`src/rtl/sssd_pkg.sv`:
```
// shared types, constants and the character map of the seven-segment scan driver
package sssd_pkg;

  localparam int DIGITS  = 3;
  localparam int CHR_W   = 8;
  localparam int POS_W   = 3;
  localparam int CUR_W   = 4;
  localparam int SEG_W   = 8;
  localparam int BLINK_W = 16;
  localparam int IDX_W   = (DIGITS > 1) ? $clog2(DIGITS) : 1;

  localparam logic [CHR_W-1:0] CHR_DASH  = 8'h2D;
  localparam logic [CHR_W-1:0] CHR_BLANK = 8'h00;
  localparam logic [SEG_W-1:0] SEG_DP    = 8'h01;

  typedef enum logic [1:0] {
    REQ_SCAN  = 2'd0,
    REQ_PUT   = 2'd1,
    REQ_CLEAR = 2'd2,
    REQ_MOVE  = 2'd3
  } req_t;

  typedef struct packed {
    req_t             req_type;
    logic [CHR_W-1:0] char_code;
    logic [POS_W-1:0] target_pos;
  } item_t;

  typedef struct packed {
    logic             scan;
    logic [SEG_W-1:0] segment_bits;
    logic [POS_W-1:0] digit_index;
    logic             digit_lit;
    logic [CUR_W-1:0] cursor_pos;
  } result_t;

  function automatic logic [SEG_W-1:0] seg_pattern(input logic [CHR_W-1:0] c);
    logic [SEG_W-1:0] s;
    unique case (c)
      8'h30:   s = 8'hEE;
      8'h31:   s = 8'h48;
      8'h32:   s = 8'hF2;
      8'h33:   s = 8'hB6;
      8'h34:   s = 8'h3C;
      8'h35:   s = 8'h9E;
      8'h36:   s = 8'hDE;
      8'h37:   s = 8'h26;
      8'h38:   s = 8'hFE;
      8'h39:   s = 8'hBE;
      8'h2D:   s = 8'h10;
      8'h41:   s = 8'h7F;
      8'h43:   s = 8'hCA;
      8'h45:   s = 8'hDA;
      8'h4C:   s = 8'hC8;
      8'h48:   s = 8'h7C;
      8'h2E:   s = 8'h01;
      default: s = 8'h00;
    endcase
    return s;
  endfunction

endpackage

```
`src/rtl/sssd_core.sv`:
```
// display state (character buffer, cursor, scan position, blink counter) and request datapath
module sssd_core (
  input  logic                          clk,
  input  logic                          rst,
  input  logic                          cfg_we,
  input  logic [sssd_pkg::BLINK_W-1:0]  cfg_wdata,
  input  logic                          step,
  input  sssd_pkg::item_t               item,
  output sssd_pkg::result_t             result
);
  import sssd_pkg::*;

  logic [BLINK_W-1:0] blink_period;
  logic [CHR_W-1:0]   char_buffer [DIGITS];
  logic [POS_W-1:0]   scan_position;
  logic [CUR_W-1:0]   write_cursor;
  logic [BLINK_W-1:0] blink_count;

  logic [POS_W-1:0]   scan_position_next;
  logic [CUR_W-1:0]   write_cursor_next;
  logic [BLINK_W-1:0] blink_count_next;
  logic [POS_W:0]     scan_sum;
  logic [BLINK_W:0]   blink_sum;
  logic               put_ok;

  assign put_ok = (write_cursor < CUR_W'(DIGITS));

  always_comb begin
    scan_sum           = {1'b0, scan_position} + (POS_W+1)'(1);
    blink_sum          = {1'b0, blink_count} + (BLINK_W+1)'(1);
    scan_position_next = scan_position;
    write_cursor_next  = write_cursor;
    blink_count_next   = blink_count;
    result             = '0;
    unique case (item.req_type)
      REQ_SCAN: begin
        if (scan_sum >= (POS_W+1)'(DIGITS)) begin
          scan_position_next = '0;
        end else begin
          scan_position_next = scan_sum[POS_W-1:0];
        end
        // a count that passes the period restarts from zero
        if (blink_sum > {1'b0, blink_period}) begin
          blink_count_next = '0;
        end else begin
          blink_count_next = blink_sum[BLINK_W-1:0];
        end
        result.scan         = 1'b1;
        result.segment_bits = seg_pattern(char_buffer[scan_position_next[IDX_W-1:0]]);
        if (scan_position_next == POS_W'(1)) begin
          result.segment_bits = result.segment_bits | SEG_DP;
        end
        result.digit_lit   = (blink_count_next >= (blink_period >> 1));
        result.digit_index = scan_position_next;
      end
      REQ_PUT: begin
        if (put_ok) begin
          write_cursor_next = write_cursor + CUR_W'(1);
        end
      end
      REQ_CLEAR: begin
        write_cursor_next = '0;
      end
      REQ_MOVE: begin
        if ({1'b0, item.target_pos} < CUR_W'(DIGITS)) begin
          write_cursor_next = {1'b0, item.target_pos};
        end
      end
      default: begin
      end
    endcase
    result.cursor_pos = write_cursor_next;
  end

  always_ff @(posedge clk) begin
    if (rst) begin
      blink_period <= '0;
    end else if (cfg_we) begin
      blink_period <= cfg_wdata;
    end
  end

  always_ff @(posedge clk) begin
    if (rst) begin
      scan_position <= '0;
      write_cursor  <= '0;
      blink_count   <= '0;
      for (int i = 0; i < DIGITS; i++) begin
        char_buffer[i] <= CHR_DASH;
      end
    end else if (step) begin
      scan_position <= scan_position_next;
      write_cursor  <= write_cursor_next;
      blink_count   <= blink_count_next;
      for (int i = 0; i < DIGITS; i++) begin
        if (item.req_type == REQ_CLEAR) begin
          char_buffer[i] <= CHR_BLANK;
        end else if (item.req_type == REQ_PUT && put_ok &&
                     write_cursor[IDX_W-1:0] == IDX_W'(i)) begin
          char_buffer[i] <= item.char_code;
        end
      end
    end
  end

endmodule

```
`src/rtl/seven_segment_scan_driver.sv`:
```
// top level of the seven-segment scan driver: input register, core and result register
//
// Multiplexed seven-segment display driver. Each transaction on the s_ side is a
// request (scan tick, put character, clear, move cursor) and gives exactly one
// result transaction on the m_ side. One request is taken every clock cycle unless the
// pipeline stalls; a result passes through the input register and then the result
// register. The whole pipeline stalls only while a result waits on m_tready with the
// next request already registered. The blink period is written through cfg_we / cfg_wdata;
// the user must write it only while no request is in flight; the block does not enforce this.
module seven_segment_scan_driver (
  input  logic        clk,
  input  logic        rst,
  input  logic        cfg_we,
  input  logic [15:0] cfg_wdata,
  input  logic        s_tvalid,
  output logic        s_tready,
  input  logic [15:0] s_tdata,   // char_code[7:0], target_pos[10:8], zero [15:11]
  input  logic [1:0]  s_tuser,   // req_type[1:0]
  output logic        m_tvalid,
  input  logic        m_tready,
  output logic [15:0] m_tdata    // segment_bits[7:0], digit_index[10:8], digit_lit[11],
                                 // cursor_pos[15:12]
);
  import sssd_pkg::*;

  logic    in_valid;
  item_t   in_item;
  logic    out_valid;
  result_t out_result;
  result_t core_result;
  logic    advance;
  logic    step;

  assign advance  = !out_valid || m_tready;
  assign step     = in_valid && advance;
  assign s_tready = !in_valid || advance;

  always_ff @(posedge clk) begin
    if (rst) begin
      in_valid <= 1'b0;
    end else if (s_tready) begin
      in_valid <= s_tvalid;
    end
  end

  always_ff @(posedge clk) begin
    if (s_tready && s_tvalid) begin
      in_item.req_type   <= req_t'(s_tuser);
      in_item.char_code  <= s_tdata[7:0];
      in_item.target_pos <= s_tdata[10:8];
    end
  end

  sssd_core u_core (
    .clk       (clk),
    .rst       (rst),
    .cfg_we    (cfg_we),
    .cfg_wdata (cfg_wdata),
    .step      (step),
    .item      (in_item),
    .result    (core_result)
  );

  always_ff @(posedge clk) begin
    if (rst) begin
      out_valid <= 1'b0;
    end else if (advance) begin
      out_valid <= in_valid;
    end
  end

  always_ff @(posedge clk) begin
    if (step) begin
      out_result <= core_result;
    end
  end

  assign m_tvalid = out_valid;
  assign m_tdata  = {out_result.cursor_pos, out_result.digit_lit,
                     out_result.digit_index, out_result.segment_bits};

  // an empty result register always leaves room for a new request
  a_ready_when_empty: assert property (@(posedge clk) disable iff (rst)
    !out_valid |-> s_tready)
    else $error("request stalled with empty result register");

  a_non_scan_blank: assert property (@(posedge clk) disable iff (rst)
    out_valid && !out_result.scan |->
      out_result.segment_bits == '0 && out_result.digit_index == '0 && !out_result.digit_lit)
    else $error("non-scan result carries display fields");

  a_cursor_range: assert property (@(posedge clk) disable iff (rst)
    out_valid |-> out_result.cursor_pos <= CUR_W'(DIGITS))
    else $error("cursor beyond buffer");

  a_digit_range: assert property (@(posedge clk) disable iff (rst)
    out_valid |-> out_result.digit_index < POS_W'(DIGITS))
    else $error("scanned digit beyond buffer");

  a_decimal_point: assert property (@(posedge clk) disable iff (rst)
    out_valid && out_result.scan && out_result.digit_index == POS_W'(1) |->
      out_result.segment_bits[0])
    else $error("decimal point missing on digit one");

endmodule
```
`config.mk`:
```
export PLATFORM = sky130hd
export DESIGN_NAME = seven_segment_scan_driver
export DESIGN_NICKNAME = d
export VERILOG_FILES = /design/src/rtl/sssd_pkg.sv /design/src/rtl/sssd_core.sv /design/src/rtl/seven_segment_scan_driver.sv
export SDC_FILE = /design/constraint.sdc
export NUM_CORES = 1
export LEC_CHECK = 0
export BUFFER_PORTS_ARGS = -buffer_cell sky130_fd_sc_hd__buf_2
export CAP_MARGIN = 20
export CELL_PAD_IN_SITES_DETAIL_PLACEMENT = 1
export CELL_PAD_IN_SITES_GLOBAL_PLACEMENT = 1
export CORE_ASPECT_RATIO = 0.5
export CORE_MARGIN = 2
export CORE_UTILIZATION = 49
export DETAILED_ROUTE_END_ITERATION = 6
export GPL_TIMING_DRIVEN = 0
export PLACE_DENSITY_LB_ADDON = 0.12
export REMOVE_ABC_BUFFERS = 1
export SYNTH_ARGS = -nofsm -noshare
export SYNTH_HDL_FRONTEND = slang
export SYNTH_SLANG_ARGS = --single-unit
export TNS_END_PERCENT = 5
```
`constraint.sdc`:
```
create_clock -name clk -period 12.55 [get_ports clk]
set_input_delay 1.255 -clock clk [delete_from_list [all_inputs] [get_ports clk]]
set_output_delay 1.255 -clock clk [all_outputs]
set_load 0.01 [all_outputs]
```
==> qor.yml <==
cts_buffers: 9
cp_num_cells: 20
hold_ws_ns: 0.479
grt_use_total_pct: 23.9
syn_inst: 573
wire_per_inst_um: 17.8
dp_slack_ns: 7.21
first_global_vias: 4674
dr.pass1.iters: 4
cp_cell_sequence: "ha_1 -> and3_1 -> nand4_1 -> xnor2_1 -> ha_1 -> a21o_1 -> a21oi_1 -> o221ai_1 -> a2111oi_2 -> o21a_1 -> nand2b_1 -> ha_1 -> nand2b_1 -> a21oi_1 -> nor2b_1 -> o21ai_0 -> a21oi_1 -> o41a_1 -> o31ai_1 -> a21boi_0"
ys_ff_latch: 94
cap_violations: 0
nFillCells: 1302
clkTransAtPathRegs_ns: 0.07
drive_above_1_share_pct: 13.4
crit_arrival_ns: 5.57
multi_input_area_um2: 2810
detail_route.iter0.violations: 181
grt_overflow_total: 0
via_count: 4399
syn_avg_cell_area_um2: 9.42
htree_levels: 3
cts_sinks: 94
vias_per_cell: 5.75
synth_area_leaders: "edfxtp_1 29%, dfxtp_1 15%, ha_1 8.8%"
die_h_um: 78.2
irDropWorstVdd_mv: 0.0707
gp_congestion: 0.833
ys.flop_type: "edfxtp_1"
use_met1_pct: 28.2
nets: 692
cp_top_family: "compound AO/OA/AOI/OAI gates"
setup_viol: 0
met2_usage_pct: 44.1
path_buf_inv: 0
fp-row-count: 27
synth_top_area_share_pct: 29.5
cts_hold_buf: 0
holdPathStages: 2
synth.top_cells.by_count: "73 x nand2_1, 56 x nor2_1, 53 x edfxtp_1"
cp-start-kind: "flop"
antenna_cells: 0
fin_ws_ns: 7.07
cp_slowest_stage_delay_ns: 0.64
async_flop_share_pct: 0
port_buffers: 51
coreArea_um2: 10800
detailed_place_hpwl_um: 10100
ys_warn_count: 0
cts_tree: "yes"
synth_top_area_cell: "edfxtp_1"
grt_pass1_wl_um: 22800
reg2regPathDepth: 20
grt_max_degree: 44
met3_usage_pct: 5.08
root_buffer: "clkbuf_16"
clock_latency_ns: 0.35
syn_area_um2: 5400
ant_nets: 0
hold_viol_final: 0
ys_types: 59
fin_setup_tns_ns: 0
area_growth_pct: 12.1
die-area_um2: 11900
fin_crit_ns: 5.48
yosysMostFrequentCell: "nand2_1"
worstReg2RegStart: "u_core.blink_count[0]$_SDFFE_PP0P_"
max_freq_ghz: 0.182
post_cts_buffers: 0
wl_um: 13600
crit_end: "m_tdata[11]$_SDFFCE_PN0P_"
cts_resized: 0
start_util_pct: 49.8
static-leakage-power_nw: 2.39
cp_slowest_cell: "o21a_1"
fin_skew_ns: 0.00811
grt_antenna_before_repair: 0
synth_edf_count: 53
post-route-period-util_pct: 43.7
power_density_nw_per_um2: 114
num_io_pins: 57
timing.rr.end: "m_tdata[11]$_SDFFCE_PN0P_"
cp.required_ns: 12.64
r2r_setup_slack_ns: 7.07
worstMarginPinSlew_ns: 0.948
hold_path.class: "flop to flop"
maxSlewViolCount: 0
drc: 0
worstPathMaxFanout: 19
regArea_um2: 2410
seq_area_frac_synth_pct: 44.7
slew_headroom_pct: 35.0
status: "complete, no violations"
critPathKind: "flop to flop"
rsz0062_at_grt: "no"
endpoint_kind: "flop"
die_x_um: 152
clockBufferDepth: 2
grt.busiest_layer: "met2"
crit_start: "u_core.blink_count[0]$_SDFFE_PP0P_"
==> tightest hold or removal path: stages, from the launching register on <==
cell and delay [ns]:
dfxtp_1 0.32, nand2_1 0.06, a21oi_1 0.05
==> final cells by class <==
class	count	area share [%]
clock inverters	6	0.889
clock buffers	10	3.95
multi-input cells	434	46.4
well taps	145	3.00
repair buffers	52	4.41
inverters	24	1.49
flip-flops and latches	94	39.9
==> cell families after synthesis <==
logic type / synth area share, %
and+or+nand+nor: 22.7
AOI/OAI and AO/OA: 13.7
DFF: 44.7
buffers and inverters: 3.39
adders and majority gates: 8.81
muxes: 3.76
xor gates and xnor gates: 2.90
other: 0.0695
==> layout by cell type, fill, tap and decap left out, types with 6 or more instances in the layout <==
cell type and instances:
nor2_1 56, and2_1 19, nand2b_1 10, clkbuf_16 9, a211oi_1 8, mux2i_1 18, dfxtp_1 41, nand2_1 73
nand4_1 8, inv_1 24, a21oi_1 43, buf_2 51, o21ai_0 18, edfxtp_1 53, nand3_1 13, xnor2_1 11
nor2b_1 6, ha_1 38, nor3_1 15, and3_1 18
==> sequential cells by signal (all words and copies together) (netlist names) <==
name and flops:
in_item 13, in_valid 1, m_tdata 16, m_tvalid 1
u_core.blink_count 16, u_core.blink_period 16, u_core.char_buffer 24, u_core.scan_position 3
u_core.write_cursor 4
==> worst min-delay path by stage <==
stage | start | to | slack, ns
6_report | u_core.blink_count[13]$_SDFFE_PP0P_ | u_core.blink_count[13]$_SDFFE_PP0P_ | 0.48
3_5_place_dp | u_core.blink_count[13]$_SDFFE_PP0P_ | u_core.blink_count[13]$_SDFFE_PP0P_ | 0.47
4_1_cts | u_core.blink_count[13]$_SDFFE_PP0P_ | u_core.blink_count[13]$_SDFFE_PP0P_ | 0.48
5_1_grt | u_core.blink_count[13]$_SDFFE_PP0P_ | u_core.blink_count[13]$_SDFFE_PP0P_ | 0.50
2_1_floorplan | u_core.blink_count[13]$_SDFFE_PP0P_ | u_core.blink_count[13]$_SDFFE_PP0P_ | 0.44
3_3_place_gp | u_core.blink_count[13]$_SDFFE_PP0P_ | u_core.blink_count[13]$_SDFFE_PP0P_ | 0.46
==> power by group <==
part,total [mW],switching [mW],internal (mW)
clock,0.270,0.126,0.143
combinational,0.0747,0.0477,0.0270
sequential,0.346,0.00750,0.338
total,0.690,0.181,0.508
==> stage by stage <==
stage	instances	cell area, um^2	power [mW]	util [%]
finish	765	6050	0.690	55.8
detailed placement	749	5760	0.427	53.1
CTS	765	6050	0.696	55.8
global placement	748	5740	0.423	52.9
global route	765	6050	0.718	55.8
floorplan	552	5300	0.397	-
==> routing by layer <==
metal	wire length, um	part of all wire, %	vias to the layer above
li1	-	-	2145
met1	6000	44	2164
met2	7000	52	68
met3	376	2.8	22
met4	214	1.6	0
met5	0	0	-
Power figures use the tool's default switching activity.
